==> config.mk <==
export PLATFORM = sky130hd
export DESIGN_NAME = websocket_frame_deframe
export DESIGN_NICKNAME = d
export VERILOG_FILES = /design/src/design/wsd_pkg.sv /design/src/design/wsd_front.sv /design/src/design/wsd_queue.sv /design/src/design/wsd_back.sv /design/src/design/websocket_frame_deframe.sv
export SDC_FILE = /design/constraint.sdc
export NUM_CORES = 1
export LEC_CHECK = 0
export ABC_AREA = 1
export BUFFER_PORTS_ARGS = -buffer_cell sky130_fd_sc_hd__buf_2
export CAP_MARGIN = 20
export CORE_MARGIN = 5
export CORE_UTILIZATION = 32
export CTS_CLUSTER_DIAMETER = 100
export DETAILED_ROUTE_END_ITERATION = 10
export PLACE_DENSITY = 0.55
export SLEW_MARGIN = 30
export SYNTH_ARGS = -nofsm -noshare
export SYNTH_HDL_FRONTEND = slang
export SYNTH_HIERARCHICAL = 1
export SYNTH_SLANG_ARGS = --single-unit
export TNS_END_PERCENT = 5
==> constraint.sdc <==
create_clock -name i_clk -period 3.95 [get_ports i_clk]
set_input_delay 1.185 -clock i_clk [delete_from_list [all_inputs] [get_ports i_clk]]
set_output_delay 1.185 -clock i_clk [all_outputs]
set_load 0.03 [all_outputs]
==> src/design/wsd_pkg.sv <==
// Shared types and constants for the WebSocket receive deframer.
// Used by every module of the block; depends on nothing.
package wsd_pkg;

    localparam int LEN_BITS_DEF = 64;
    localparam int QDEPTH       = 4;
    localparam int QPTR_W       = $clog2(QDEPTH);

    localparam logic [1:0] KIND_DATA  = 2'd0;
    localparam logic [1:0] KIND_EMPTY = 2'd1;
    localparam logic [1:0] KIND_CLOSE = 2'd2;

    localparam logic [1:0] WHY_NORMAL      = 2'd0;
    localparam logic [1:0] WHY_PROTOCOL    = 2'd1;
    localparam logic [1:0] WHY_UNSUPPORTED = 2'd2;

    localparam logic [3:0] HDR_FIN_NIBBLE = 4'h8;
    localparam logic [3:0] OP_TEXT        = 4'h1;
    localparam logic [3:0] OP_CLOSE       = 4'h8;
    localparam logic [3:0] OP_PING        = 4'h9;
    localparam logic [6:0] LEN7_EXT16     = 7'd126;
    localparam logic [6:0] LEN7_EXT64     = 7'd127;

    typedef struct packed {
        logic [1:0] kind;
        logic [7:0] data;
        logic [7:0] key;
        logic       ping;
        logic       last;
        logic [1:0] reason;
    } t_op;

endpackage

==> src/design/wsd_front.sv <==
// Front end of the deframer: header parser, length and mask-key capture.
// Classifies accepted bytes into result records; not every byte yields one. Depends on wsd_pkg.
module wsd_front
    import wsd_pkg::*;
#(
    parameter int LEN_BITS = LEN_BITS_DEF
) (
    input  logic       i_clk,
    input  logic       i_rst_n,
    input  logic       i_accept,
    input  logic [7:0] i_byte,
    output logic       o_op_valid,
    output t_op        o_op
);

    typedef enum logic [5:0] {
        PH_HDR0   = 6'b000001,
        PH_HDR1   = 6'b000010,
        PH_EXT    = 6'b000100,
        PH_MASK   = 6'b001000,
        PH_DATA   = 6'b010000,
        PH_CLOSED = 6'b100000
    } t_phase;

    t_phase              r_phase, n_phase;
    logic                r_ping, n_ping;
    logic [LEN_BITS-1:0] r_rem, n_rem;
    logic [3:0]          r_ext, n_ext;
    logic [31:0]         r_mask, n_mask;
    logic [1:0]          r_ki, n_ki;

    logic [3:0] w_op;
    logic [6:0] w_len7;
    logic [1:0] w_ki_inc;

    assign w_op     = i_byte[3:0];
    assign w_len7   = i_byte[6:0];
    assign w_ki_inc = r_ki + 2'd1;

    always_comb begin
        n_phase    = r_phase;
        n_ping     = r_ping;
        n_rem      = r_rem;
        n_ext      = r_ext;
        n_mask     = r_mask;
        n_ki       = r_ki;
        o_op_valid = 1'b0;
        o_op       = '{kind: KIND_DATA, data: 8'd0, key: 8'd0, ping: 1'b0,
                       last: 1'b0, reason: WHY_NORMAL};
        unique case (r_phase)
            PH_HDR0: begin
                if (i_byte[7:4] != HDR_FIN_NIBBLE) begin
                    n_phase    = PH_CLOSED;
                    o_op_valid = 1'b1;
                    o_op.kind  = KIND_CLOSE;
                    o_op.reason = WHY_UNSUPPORTED;
                end else if (w_op == OP_CLOSE) begin
                    n_phase    = PH_CLOSED;
                    o_op_valid = 1'b1;
                    o_op.kind  = KIND_CLOSE;
                    o_op.reason = WHY_NORMAL;
                end else if (w_op != OP_TEXT && w_op != OP_PING) begin
                    n_phase    = PH_CLOSED;
                    o_op_valid = 1'b1;
                    o_op.kind  = KIND_CLOSE;
                    o_op.reason = WHY_UNSUPPORTED;
                end else begin
                    n_ping  = (w_op == OP_PING);
                    n_phase = PH_HDR1;
                end
            end
            PH_HDR1: begin
                if (!i_byte[7]) begin
                    n_phase    = PH_CLOSED;
                    o_op_valid = 1'b1;
                    o_op.kind  = KIND_CLOSE;
                    o_op.reason = WHY_PROTOCOL;
                end else begin
                    n_ki   = 2'd0;
                    n_mask = 32'd0;
                    n_rem  = '0;
                    if (w_len7 == LEN7_EXT16) begin
                        n_ext   = 4'd2;
                        n_phase = PH_EXT;
                    end else if (w_len7 == LEN7_EXT64) begin
                        n_ext   = 4'd8;
                        n_phase = PH_EXT;
                    end else begin
                        n_rem   = {{(LEN_BITS-7){1'b0}}, w_len7};
                        n_ext   = 4'd0;
                        n_phase = PH_MASK;
                    end
                end
            end
            PH_EXT: begin
                if (r_rem[LEN_BITS-1 -: 8] != 8'd0) begin
                    n_rem = '1;
                end else begin
                    n_rem = {r_rem[LEN_BITS-9:0], i_byte};
                end
                n_ext = r_ext - 4'd1;
                if (n_ext == 4'd0) begin
                    n_phase = PH_MASK;
                end
            end
            PH_MASK: begin
                n_mask = {r_mask[23:0], i_byte};
                n_ki   = w_ki_inc;
                if (w_ki_inc == 2'd0) begin
                    if (r_rem == '0) begin
                        n_phase    = PH_HDR0;
                        o_op_valid = 1'b1;
                        o_op.kind  = KIND_EMPTY;
                        o_op.ping  = r_ping;
                        o_op.last  = 1'b1;
                    end else begin
                        n_phase = PH_DATA;
                    end
                end
            end
            PH_DATA: begin
                n_ki       = w_ki_inc;
                n_rem      = r_rem - LEN_BITS'(1);
                o_op_valid = 1'b1;
                o_op.kind  = KIND_DATA;
                o_op.data  = i_byte;
                o_op.key   = r_mask[{~r_ki, 3'b000} +: 8];
                o_op.ping  = r_ping;
                o_op.last  = (r_rem == LEN_BITS'(1));
                if (r_rem == LEN_BITS'(1)) begin
                    n_phase = PH_HDR0;
                end
            end
            PH_CLOSED: begin
                n_phase = PH_CLOSED;
            end
            default: begin
                n_phase = PH_HDR0;
            end
        endcase
        if (!i_accept) begin
            o_op_valid = 1'b0;
        end
    end

    always_ff @(posedge i_clk) begin
        if (!i_rst_n) begin
            r_phase <= PH_HDR0;
            r_ping  <= 1'b0;
            r_rem   <= '0;
            r_ext   <= 4'd0;
            r_mask  <= 32'd0;
            r_ki    <= 2'd0;
        end else if (i_accept) begin
            r_phase <= n_phase;
            r_ping  <= n_ping;
            r_rem   <= n_rem;
            r_ext   <= n_ext;
            r_mask  <= n_mask;
            r_ki    <= n_ki;
        end
    end

endmodule

==> src/design/wsd_queue.sv <==
// Short queue of classified result records between front and back end.
// Register array with read and write pointers. Depends on wsd_pkg.
module wsd_queue
    import wsd_pkg::*;
(
    input  logic i_clk,
    input  logic i_rst_n,
    input  logic i_wr,
    input  t_op  i_wr_op,
    input  logic i_rd,
    output t_op  o_rd_op,
    output logic o_nonempty,
    output logic o_full
);

    t_op               r_mem [QDEPTH];
    logic [QPTR_W-1:0] r_wp;
    logic [QPTR_W-1:0] r_rp;
    logic [QPTR_W:0]   r_cnt;

    assign o_rd_op    = r_mem[r_rp];
    assign o_nonempty = (r_cnt != '0);
    assign o_full     = (r_cnt == (QPTR_W+1)'(QDEPTH));

    always_ff @(posedge i_clk) begin
        if (i_wr) begin
            r_mem[r_wp] <= i_wr_op;
        end
    end

    always_ff @(posedge i_clk) begin
        if (!i_rst_n) begin
            r_wp  <= '0;
            r_rp  <= '0;
            r_cnt <= '0;
        end else begin
            if (i_wr) begin
                r_wp <= r_wp + QPTR_W'(1);
            end
            if (i_rd) begin
                r_rp <= r_rp + QPTR_W'(1);
            end
            r_cnt <= r_cnt + (QPTR_W+1)'(i_wr) - (QPTR_W+1)'(i_rd);
        end
    end

endmodule

==> src/design/wsd_back.sv <==
// Back end of the deframer: unmasks payload bytes and holds the output beat.
// Output register with its own valid flag. Depends on wsd_pkg.
module wsd_back
    import wsd_pkg::*;
(
    input  logic       i_clk,
    input  logic       i_rst_n,
    input  logic       i_op_valid,
    input  t_op        i_op,
    output logic       o_take,
    input  logic       i_pop,
    output logic       o_valid,
    output logic [1:0] o_kind,
    output logic [7:0] o_data_byte,
    output logic       o_is_ping,
    output logic       o_last,
    output logic [1:0] o_close_reason
);

    logic       r_valid;
    logic [1:0] r_kind;
    logic [7:0] r_data;
    logic       r_ping;
    logic       r_last;
    logic [1:0] r_reason;

    assign o_take = i_op_valid && (!r_valid || i_pop);

    always_ff @(posedge i_clk) begin
        if (!i_rst_n) begin
            r_valid <= 1'b0;
        end else if (o_take) begin
            r_valid <= 1'b1;
        end else if (i_pop) begin
            r_valid <= 1'b0;
        end
    end

    always_ff @(posedge i_clk) begin
        if (o_take) begin
            r_kind   <= i_op.kind;
            r_data   <= i_op.data ^ i_op.key;
            r_ping   <= i_op.ping;
            r_last   <= i_op.last;
            r_reason <= i_op.reason;
        end
    end

    assign o_valid        = r_valid;
    assign o_kind         = r_kind;
    assign o_data_byte    = r_data;
    assign o_is_ping      = r_ping;
    assign o_last         = r_last;
    assign o_close_reason = r_reason;

endmodule

==> src/design/websocket_frame_deframe.sv <==
// Channel   | Handshake          | Beat contents
// input     | i_push / o_full    | i_rx_byte: one received stream byte
// result    | o_empty / i_pop    | o_kind, o_data_byte, o_is_ping, o_last, o_close_reason
//
// One byte is taken every cycle while o_full is low; a result reaches the outputs
// through a four-entry queue and an output register.
// o_full rises when the queue holds four records, so a stalled reader stops input once five
// results wait, four in the queue and one in the output register.
// Reset is synchronous and clears the parser state, the queue and the output register.
// Top level of the WebSocket receive deframer; depends on wsd_pkg and the wsd_* modules.
module websocket_frame_deframe
    import wsd_pkg::*;
#(
    parameter int LEN_BITS = LEN_BITS_DEF
) (
    input  logic       i_clk,
    input  logic       i_rst_n,
    input  logic       i_push,
    output logic       o_full,
    input  logic [7:0] i_rx_byte,
    output logic       o_empty,
    input  logic       i_pop,
    output logic [1:0] o_kind,
    output logic [7:0] o_data_byte,
    output logic       o_is_ping,
    output logic       o_last,
    output logic [1:0] o_close_reason
);

    logic w_accept;
    logic w_op_valid;
    t_op  w_op;
    t_op  w_q_op;
    logic w_q_nonempty;
    logic w_take;
    logic w_valid;

    assign w_accept = i_push && !o_full;
    assign o_empty  = !w_valid;

    wsd_front #(
        .LEN_BITS(LEN_BITS)
    ) u_front (
        .i_clk      (i_clk),
        .i_rst_n    (i_rst_n),
        .i_accept   (w_accept),
        .i_byte     (i_rx_byte),
        .o_op_valid (w_op_valid),
        .o_op       (w_op)
    );

    wsd_queue u_queue (
        .i_clk      (i_clk),
        .i_rst_n    (i_rst_n),
        .i_wr       (w_op_valid),
        .i_wr_op    (w_op),
        .i_rd       (w_take),
        .o_rd_op    (w_q_op),
        .o_nonempty (w_q_nonempty),
        .o_full     (o_full)
    );

    wsd_back u_back (
        .i_clk          (i_clk),
        .i_rst_n        (i_rst_n),
        .i_op_valid     (w_q_nonempty),
        .i_op           (w_q_op),
        .o_take         (w_take),
        .i_pop          (i_pop),
        .o_valid        (w_valid),
        .o_kind         (o_kind),
        .o_data_byte    (o_data_byte),
        .o_is_ping      (o_is_ping),
        .o_last         (o_last),
        .o_close_reason (o_close_reason)
    );

endmodule

After elaboration in Yosys (flattened, before gate mapping)
Memories as Yosys holds them, arrays and structs flattened. A register that Yosys moved wholly into a read port is not among the register bits.
Index checks and enable logic that the tools add are counted.
- add/sub/neg operators: 7
- equal/unequal tests: 19
- shift-type cells: 1
- multiplexer cells: 53
- bitwise operators: 5
- reduce and logical (&&, ||, !) cells: 23
- operators with widths (operator ; count):
    64-bit two-way mux ; 3
    64-bit case mux with 3 select lines ; 1
    64-bit by 1-bit equality test with 1-bit output (second input constant) ; 1
    64-bit logical NOT ; 1
    32-bit case mux with 2 select lines ; 1
    64-bit by 1-bit subtractor with 64-bit output (second input constant) ; 1
    6-bit two-way mux ; 8
    6-bit case mux with 6 select lines ; 1
    32-bit two-way mux ; 1
    32-bit by 6-bit variable part select with 8-bit output ; 1
    2-bit two-way mux ; 12
    16-bit two-way mux ; 1
    4-bit two-way mux ; 4
    7-bit equality test (second input constant) ; 2
    1-bit two-way mux ; 13
    2-bit case mux with 2 select lines ; 3
    3-bit AND reduction ; 4
    4-bit equality test (second input constant) ; 2
    4-bit != test (second input constant) ; 2
    4-bit case mux with 2 select lines ; 1
    2-bit nonzero test ; 4
    8-bit nonzero test ; 1
    8-bit bitwise XOR ; 1
    7-bit two-way mux ; 1
    other kinds (28) ; 38
- register bits after elaboration: 131
- memory bits (writable): 88
- bits of input ports: 12
- output and inout port bits: 16
- word-level logic and storage cells: 124
- memories kept: 1
- memories (name ; depth ; width ; rd ports ; clocked after memory_dff ; wr ports ; RTL line ; RTL):
    u_queue.r_mem ; 4 ; 22 ; 1 ; 1 ; 1 ; wsd_queue.sv:16 ; t_op r_mem [QDEPTH];

Depth between registers and ports, before layout
Gate-level depths: netlist of run 1.
- word-level depth: 9
- mapped depth: 16
- depth with buffers taken out: 16

By module
Netlist of run 1, hierarchy kept.
- modules (own cells, without submodules) (module ; instances ; cells each ; area an instance (um2)):
    wsd_front ; 1 ; 1321 ; 7609.8
    wsd_queue ; 1 ; 313 ; 3992.6
    wsd_back ; 1 ; 29 ; 541.8
    websocket_frame_deframe ; 1 ; 3 ; 13.8

Worst setup path before layout of run 1
Ideal clock, no wire load.
- path type: input port to flip-flop
- start point: input i_pop
- end point: register u_queue.r_cnt[1]
- data arrival time: 3.193 ns
- data required time: 3.841 ns
- slack: 0.647 ns
- stages on the path: 8
- cell sequence: inv_2 -> a21oi_1 -> ha_1 -> inv_1 -> ha_1 -> fa_1 -> nand2_1 -> inv_1
- cells in the longest elaborated chain, start to end: 3
- RTL lines (element ; RTL line ; RTL):
    start: declaration ; websocket_frame_deframe.sv:22 ; input logic i_pop,
    1-bit logical OR ; wsd_back.sv:27 ; assign o_take = i_op_valid && (!r_valid || i_pop);
    1-bit logical AND ; wsd_back.sv:27 ;
    net w_take ; websocket_frame_deframe.sv:35 ; logic w_take;
    3-bit by 1-bit subtractor with 3-bit output ; wsd_queue.sv:43 ; r_cnt <= r_cnt + (QPTR_W+1)'(i_wr) - (QPTR_W+1)'(i_rd);
    end signal: assignment ; wsd_queue.sv:43 ;
    end: declaration ; wsd_queue.sv:19 ; logic [QPTR_W:0] r_cnt;
The timed path passes the listed nets, and every way through them passes these cells.
A chain may end at the register's enable or synchronous reset.

Worst setup path in the final report of run 1
- start point: input i_rx_byte[5]
- end point: memory u_queue/r_mem[2][16] (netlist bit) (enable)
- cells in the longest elaborated chain, start to end: 6
- RTL lines (element ; RTL line ; RTL):
    start: declaration ; websocket_frame_deframe.sv:20 ; input logic [7:0] i_rx_byte,
    4-bit != test ; wsd_front.sv:52 ; if (i_byte[7:4] != HDR_FIN_NIBBLE) begin
    1-bit two-way mux ; wsd_front.sv:52 ;
    1-bit case mux with 4 select lines ; wsd_front.sv:50 ; unique case (r_phase)
    1-bit two-way mux ; wsd_front.sv:141 ; if (!i_accept) begin
    net w_op_valid ; websocket_frame_deframe.sv:31 ; logic w_op_valid;
    1-bit two-way mux ; wsd_queue.sv:26 ; if (i_wr) begin
    1-bit two-way mux (not written as such) ; wsd_queue.sv:27 ; r_mem[r_wp] <= i_wr_op;
    end: declaration ; wsd_queue.sv:16 ;
The timed path passes the listed nets, and every way through them passes these cells.

==> results of run 1 <==
==> how the worst min path moves through the flow <==
| stage | end | slack (ns) | cells past startpoint |
|---|---|---|---|
| floorplan | register | 0.44 | 2 |
| global placement | register | 0.45 | 2 |
| detailed placement | register | 0.45 | 2 |
| CTS | u_front/r_mask[26]$_SDFFE_PN0P_ | 0.46 | 2 |
| global route | u_front/r_mask[26]$_SDFFE_PN0P_ | 0.48 | 2 |
| finish | register | 0.46 | 2 |
==> tightest hold or removal path: stages (launching register included) <==
cell	delay [ns]
dfxtp_1	0.30
inv_1	0.05
a21oi_1	0.06
==> cell families (layout without fill, tap and decap cells) <==
| group | after synthesis | after routing | share of synthesized area (%) |
|---|---|---|---|
| AND/OR/NAND/NOR | 804 | 804 | 27.8 |
| AO/OA/AOI/OAI | 356 | 356 | 16.0 |
| buffers and inverters | 259 | 275 | 8.98 |
| flip-flops | 221 | 221 | 44.8 |
| adder cells (fa/ha/maj) | 13 | 13 | 1.40 |
| XOR/XNOR | 13 | 13 | 0.937 |
==> cells in the mapped netlist, types with 10 or more instances <==
library cell and n:
inv_1 178, o21ai_0 121, edfxtp_1 102, nand2_2 10, a21oi_1 189, nand3_1 115, o21ai_1 15, xor2_1 12
nor2_1 264, nor2_4 10, nand2_1 365, buf_2 34, o211ai_2 18, dfxtp_1 119, ha_1 12, nand4_1 12
clkbuf_1 24
==> power by group through the flow <==
stage	Clock [mW]	Sequential, mW	Combinational [mW]
finish	2.49	2.97	3.95
CTS	2.55	2.97	3.97
global placement	0	3.02	3.93
floorplan	0	3.09	2.95
global route	2.66	3.01	4.49
detailed placement	0	3.02	3.96
==> layout make-up <==
cell class	count	area, sq um	area share [%]
clock buffer	35	766	5.64
clock inverter	13	143	1.05
inverter	188	711	5.24
multi-input combinational	1186	5630	41.5
sequential	221	5450	40.2
tap	511	639	4.71
timing repair buffer	39	225	1.66
==> sequential cells by signal, summed over array words and instances (netlist names), named ones only <==
name	flops
u_queue/r_mem	88
u_front/r_rem	64
u_front/r_mask	32
u_back/o_data_byte	8
u_front/r_phase	6
u_front/r_ext	4
u_queue/r_cnt	3
u_back/o_close_reason	2
u_back/o_kind	2
u_front/r_ki	2
u_queue/r_rp	2
u_queue/r_wp	2
u_back/o_is_ping	1
u_back/o_last	1
u_back/o_valid	1
u_front/r_ping	1
==> per-stage QoR <==
stage          util [%]  hold WS (ns)  setup slack, ns  instances
6_report           36.1         0.461            0.801       2193
5_1_grt            36.1         0.483            0.506       2193
4_1_cts            36.1         0.465            0.964       2193
3_5_place_dp       33.7         0.454            0.567       2145
3_3_place_gp       33.7         0.447            0.602       2145
2_1_floorplan         -         0.436            0.647       1666
==> per-layer routing <==
metal	vias up	routed length (microns)
met4	0	677
li1	5436	-
met5	-	0
met3	47	1660
met1	5053	15200
met2	263	15100
==> flow_metrics.env, run 1 <==
export IMPL_final_cell_mix="nand2_1, nor2_1, a21oi_1"
export IMPL_tightest_slew_ns=0.942
export IMPL_hold_viol_final=0
export IMPL_die_h_microns=205
export IMPL_yosysSeqAreaShare_pct=44.8
export IMPL_io_buffer_count=27
export IMPL_drt_pass1_iterations=5
export IMPL_crit_start="i_rx_byte[5]"
export IMPL_start_util_pct=32.4
export IMPL_drt_iter0_markers=670
export IMPL_power_frac_clock_pct=26.4
export IMPL_cp_buffers_inverters=4
export IMPL_finalSetupViolCount=0
export IMPL_max_slew_margin_pct=36.8
export IMPL_r2r_end="u_front/r_rem[14]$_SDFFE_PN0P_"
export IMPL_power_mw=9.41
export IMPL_crit_fanout=22
export IMPL_end_kind="register"
export IMPL_synth_top_area_cell="edfxtp_1"
export IMPL_min_from="u_queue/r_rp[1]$_SDFFE_PN0P_"
export IMPL_synthFlopType="dfxtp_1"
export IMPL_ys_ff_latch=221
export IMPL_path_depth=11
export IMPL_grt_pass1_vias=10121
export IMPL_cts_made_buffers=26
export IMPL_areaGrowthSynthToFinish_pct=11.6
export IMPL_hold_buffers=0
export IMPL_synthArstFlopShare_pct=0
export IMPL_status="complete, no violations"
export IMPL_numClockSinks=221
export IMPL_via_per_inst=4.92
export IMPL_ant_nets=0
export IMPL_diodes=0
export IMPL_crit_type="input port to register"
export IMPL_cts_setup_buffers=0
export IMPL_yosysWarnings=6
export IMPL_use_met3_pct=1.74
export IMPL_dieArea_sq_um=42000
export IMPL_cts_resized=0
export IMPL_maxCapViolations=0
export IMPL_gr_total_overflow=0
export IMPL_r2r_cells=10
export IMPL_drc=0
export IMPL_num_io_pins=28
export IMPL_syn_area_per_cell_sq_um=7.30
export IMPL_arrival_ns=3.15
export IMPL_syn_nets=1691
export IMPL_worst_path_dominant_cell_family="buffers and inverters"
export IMPL_clockRootBuffer="clkbuf_16"
export IMPL_power_density_nw_per_um2=694
export IMPL_grt_busiest_layer="met2"
export IMPL_ys_top_cells_by_area="edfxtp_1, dfxtp_1, nand2_1"
export IMPL_min_period_over_period_pct=79.7
export IMPL_fin_tns_setup_ns=0
export IMPL_post_dp_hpwl_mm=21.6
export IMPL_place_congestion=0.869
export IMPL_fp_row_count=71
export IMPL_clkSlewWorstSetupHoldPaths_ns=0.06
export IMPL_hold_path_class="register to register"
export IMPL_r2r_start="u_front/r_phase[0]$_SDFFE_PN1P_"
export IMPL_wl_per_cell_microns=14.9
export IMPL_cp_start_kind="input port"
export IMPL_cts_htree_levels=1
export IMPL_p_sw_share_pct=42.4
export IMPL_p_leak_nw=5.72
export IMPL_combinationalPowerShare_pct=42.0
export IMPL_place_area_sq_um=12700
export IMPL_antenna_found_initial=0
export IMPL_coreArea_sq_um=37600
export IMPL_fmax_mhz=318
export IMPL_tritoncts="built"
export IMPL_via_count=10799
export IMPL_worstPathRequired_ns=3.95
export IMPL_synth_top_area_share_pct=25.2
export IMPL_cpMaxStageDelayCell="clkinv_1"
export IMPL_endpoint="u_queue/r_mem[2][16]$_DFFE_PP_"
export IMPL_grt_setup_unrepaired="false"
export IMPL_synth_area_sq_um=12200
export IMPL_design_area_sq_um=13600
export IMPL_fin_worst_skew_ns=0.0108
export IMPL_rrSetupSlack_ns=1.02
export IMPL_final_common_cell="nand2_1"
export IMPL_grt_max_degree=89
export IMPL_drive_gt1_share_pct=9.33
export IMPL_crit_path_max_incr_delay_ns=0.70
export IMPL_grt_use_total_pct=15.1
export IMPL_seq_power_share_pct=31.6
export IMPL_max_vdd_ir_drop_v=0.000306
export IMPL_netlist_instances=1666
export IMPL_grt_use_met2_pct=25.5
export IMPL_p_int_mw=5.42
export IMPL_power_switching_mw=3.99
export IMPL_slew_violations=0
export IMPL_num_fill_cells=3957
export IMPL_cp_cell_sequence="buf_2, inv_1, nand4_1, nor3_1, nor2_1, nor2_1, nand3_1, nand2_1, inv_1, nand2_1, clkinv_1"
export IMPL_grt_pass1_wl_mm=52.1
export IMPL_fin_crit_ns=3.15
export IMPL_dieWidth_microns=205
export IMPL_synth_distinct_cells=41
export IMPL_drt_total_wl_mm=32.6
export IMPL_synth_edf_count=102
export IMPL_clock_path_buffers=3
export IMPL_grtUsageMet1_pct=20.8
export IMPL_worstSkewPairLatency_ns=0.53
export IMPL_nNetsFinal=1687
Note: power is estimated with default switching activity, not from simulation.
==> run 2: changes to the inputs <==
--- a/config.mk
+++ b/config.mk
@@ -5,14 +5,14 @@
 export SDC_FILE = /design/constraint.sdc
 export NUM_CORES = 1
 export LEC_CHECK = 0
-export ABC_AREA = 1
+export ABC_AREA = 0
 export BUFFER_PORTS_ARGS = -buffer_cell sky130_fd_sc_hd__buf_2
 export CAP_MARGIN = 20
 export CORE_MARGIN = 5
 export CORE_UTILIZATION = 32
 export CTS_CLUSTER_DIAMETER = 100
 export DETAILED_ROUTE_END_ITERATION = 10
-export PLACE_DENSITY = 0.55
+export PLACE_DENSITY = 0.57
 export SLEW_MARGIN = 30
 export SYNTH_ARGS = -nofsm -noshare
 export SYNTH_HDL_FRONTEND = slang
==> constraint.sdc (replaced) <==
create_clock -name i_clk -period 2.65 [get_ports i_clk]
set_input_delay 0.795 -clock i_clk [delete_from_list [all_inputs] [get_ports i_clk]]
set_output_delay 0.795 -clock i_clk [all_outputs]
set_load 0.03 [all_outputs]
==> flow_metrics.env, run 2 <==
export IMPL_violations="negative setup slack"
export IMPL_final_common_cell="buf_4"
export IMPL_antenna_found_initial=0
export IMPL_num_io_pins=28
export IMPL_min_from="u_front/r_ping$_SDFFE_PN0P_"
export IMPL_yosysWarnings=6
export IMPL_cts_made_buffers=25
export IMPL_grt_pass1_vias=9049
export IMPL_grt_use_total_pct=15.8
export IMPL_top_register="u_queue/r_mem"
export IMPL_max_vdd_ir_drop_v=0.000622
export IMPL_start_util_pct=32.6
export IMPL_largest_reg_flops=88
export IMPL_drt_pass1_iterations=6
export IMPL_fp_row_count=67
export IMPL_drc=0
export IMPL_clkSlewWorstSetupHoldPaths_ns=0.06
export IMPL_synthFlopType="dfxtp_1"
export IMPL_fin_worst_skew_ns=0.0183
export IMPL_coreArea_sq_um=33700
export IMPL_min_period_over_period_pct=114
export IMPL_synth_top_area_cell="edfxtp_1"
export IMPL_grt_setup_unrepaired="true"
export IMPL_yosysSeqAreaShare_pct=49.5
export IMPL_max_slew_margin_pct=36.7
export IMPL_hold_viol_final=0
export IMPL_power_switching_mw=2.53
export IMPL_synthTopCellsByCount="nor2_1, dfxtp_1, o21ai_0, edfxtp_1, a21oi_1"
export IMPL_die_h_microns=195
export IMPL_fmax_mhz=332
export IMPL_largestRegisters="u_queue/r_mem (88), u_front/r_rem (64), u_front/r_mask (32)"
export IMPL_arrival_ns=3.26
export IMPL_hold_path_class="register to register"
export IMPL_synth_distinct_cells=72
export IMPL_worstSkewPairLatency_ns=0.54
export IMPL_tightest_slew_ns=0.950
export IMPL_final_cell_mix="buf_4, nor2_1, dfxtp_1"
export IMPL_place_inst=1658
export IMPL_crit_path_max_incr_delay_ns=0.53
export IMPL_fin_crit_ns=3.02
export IMPL_via_count=9422
export IMPL_p_sw_share_pct=27.0
export IMPL_status="complete, but fails checks"
export IMPL_crit_start="u_front/r_rem[42]$_SDFFE_PN0P_"
export IMPL_cp_cell_sequence="or4_4, or4_4, or3_4, nor2_4, and4_4, o311a_4, buf_6, and2_4, clkbuf_16"
export IMPL_synthArstFlopShare_pct=0
export IMPL_cp_start_kind="register"
export IMPL_clock_path_buffers=3
export IMPL_ys_ff_latch=221
export IMPL_clockRootBuffer="clkbuf_16"
export IMPL_worstPathRequired_ns=2.89
export IMPL_drt_total_wl_mm=31.4
export IMPL_crit_fanout=11
export IMPL_stdcell_count=1706
export IMPL_p_int_mw=6.85
export IMPL_ant_nets=0
export IMPL_power_density_nw_per_um2=682
export IMPL_postLayoutCoreUtil_pct=40.9
export IMPL_seq_power_share_pct=42.9
export IMPL_crit_type="register to register"
export IMPL_grt_max_degree=40
export IMPL_diodes=0
export IMPL_gr_total_overflow=0
export IMPL_grt_pass1_wl_mm=50.0
export IMPL_maxCapViolations=0
export IMPL_syn_area_per_cell_sq_um=10.0
export IMPL_post_dp_hpwl_mm=21.5
export IMPL_yosysMostFrequentCell="nor2_1"
export IMPL_ys_top_cells_by_area="edfxtp_1, dfxtp_1, mux4_2"
export IMPL_power_frac_clock_pct=38.2
export IMPL_drive_gt1_share_pct=25.3
export IMPL_place_area_sq_um=12800
export IMPL_finalSetupViolCount=94
export IMPL_drt_iter0_markers=802
export IMPL_r2r_cells=9
export IMPL_r2r_end="u_queue/r_mem[0][10]$_DFFE_PP_"
export IMPL_end_kind="register"
export IMPL_areaGrowthSynthToFinish_pct=25.2
export IMPL_syn_nets=1123
export IMPL_place_ws_ns=-0.415
export IMPL_rrSetupSlack_ns=-0.37
export IMPL_netlist_instances=1098
export IMPL_design_area_sq_um=13800
export IMPL_numClockSinks=221
export IMPL_tritoncts="built"
export IMPL_synth_top_area_share_pct=27.9
export IMPL_p_leak_nw=5.16
export IMPL_io_buffer_count=27
export IMPL_fin_ws_ns=-0.365
export IMPL_endpoint="u_queue/r_mem[0][10]$_DFFE_PP_"
export IMPL_nNetsFinal=1264
export IMPL_slew_violations=0
export IMPL_dieArea_sq_um=38200
export IMPL_synth_area_sq_um=11000
export IMPL_place_congestion=0.849
export IMPL_wl_per_cell_microns=18.4
export IMPL_cpMaxStageDelayCell="or4_4"
export IMPL_combinationalPowerShare_pct=18.9
export IMPL_cp_common_cell="or4_4"
export IMPL_synth_edf_count=102
export IMPL_via_per_inst=5.52
export IMPL_dieWidth_microns=195
export IMPL_cts_htree_levels=1
export IMPL_hold_slack_ns=0.465
export IMPL_r2r_start="u_front/r_rem[42]$_SDFFE_PN0P_"
## run 2: how the worst min path moves through the flow
stage / cells past startpoint / endpoint
3_3_place_gp: 2 / u_front/r_ping$_SDFFE_PN0P_
2_1_floorplan: 2 / u_front/r_ping$_SDFFE_PN0P_
5_1_grt: 2 / u_front/r_ping$_SDFFE_PN0P_
4_1_cts: 2 / u_front/r_ping$_SDFFE_PN0P_
6_report: 2 / u_front/r_ping$_SDFFE_PN0P_
3_5_place_dp: 2 / u_front/r_ping$_SDFFE_PN0P_
## run 2: worst max-delay path: cells and delay by family, from the launching register on
kind	cells	cell delay [ns]
AND/OR/NAND/NOR	6	1.90
flip-flops	1	0.31
buffers and inverters	2	0.29
AO/OA/AOI/OAI	1	0.22
## run 2: area by class of cell
cell class | count | area, sq um
fillers | 3265 | 19900
flip-flops and latches | 221 | 5450
multi-input cells | 777 | 5300
repair buffers | 196 | 1530
clock buffers | 33 | 697
well taps | 448 | 561
clock inverters | 13 | 171
inverters | 18 | 67.6
## run 2: metrics by stage
stage	TNS, ns	power, mW
after detailed placement	-35.85	5.85
after CTS	-34.50	9.47
after global routing	-36.49	9.86
after floorplan	-44.60	5.34
final	-30.19	9.39
after global placement	-34.02	5.83
## run 2: logic make-up after synthesis
group	count (synthesis)	synth area share, %
flops	221	49.5
mux	44	7.50
simple gates	373	17.7
buf+inv	100	3.74
fa+ha+maj	13	1.55
xor+xnor	16	1.41
compound gates	331	18.6
## run 2: routing by layer
metal / wire (microns) / GRT usage, %
met4: 434 / 3.31
met5: 0 / 0
met2: 14600 / 25.3
met3: 1930 / 2.71
met1: 14400 / 22.6
## run 2: repair_timing
action | 4_1_cts | 5_1_grt
buffers inserted | 0 | 0
endpoints found under the setup margin | 103 | 136
resized for setup | 7 | 20
cloned | 0 | 2
pin swaps | 0 | 5
hold buffers | 0 | 0
## run 2: power groups by stage
stage | clock network [mW] | logic [mW] | registers, mW
floorplan | 0 | 1.01 | 4.33
global placement | 0 | 1.73 | 4.10
detailed placement | 0 | 1.75 | 4.11
CTS | 3.68 | 1.76 | 4.03
global route | 3.84 | 1.95 | 4.06
finish | 3.59 | 1.77 | 4.03
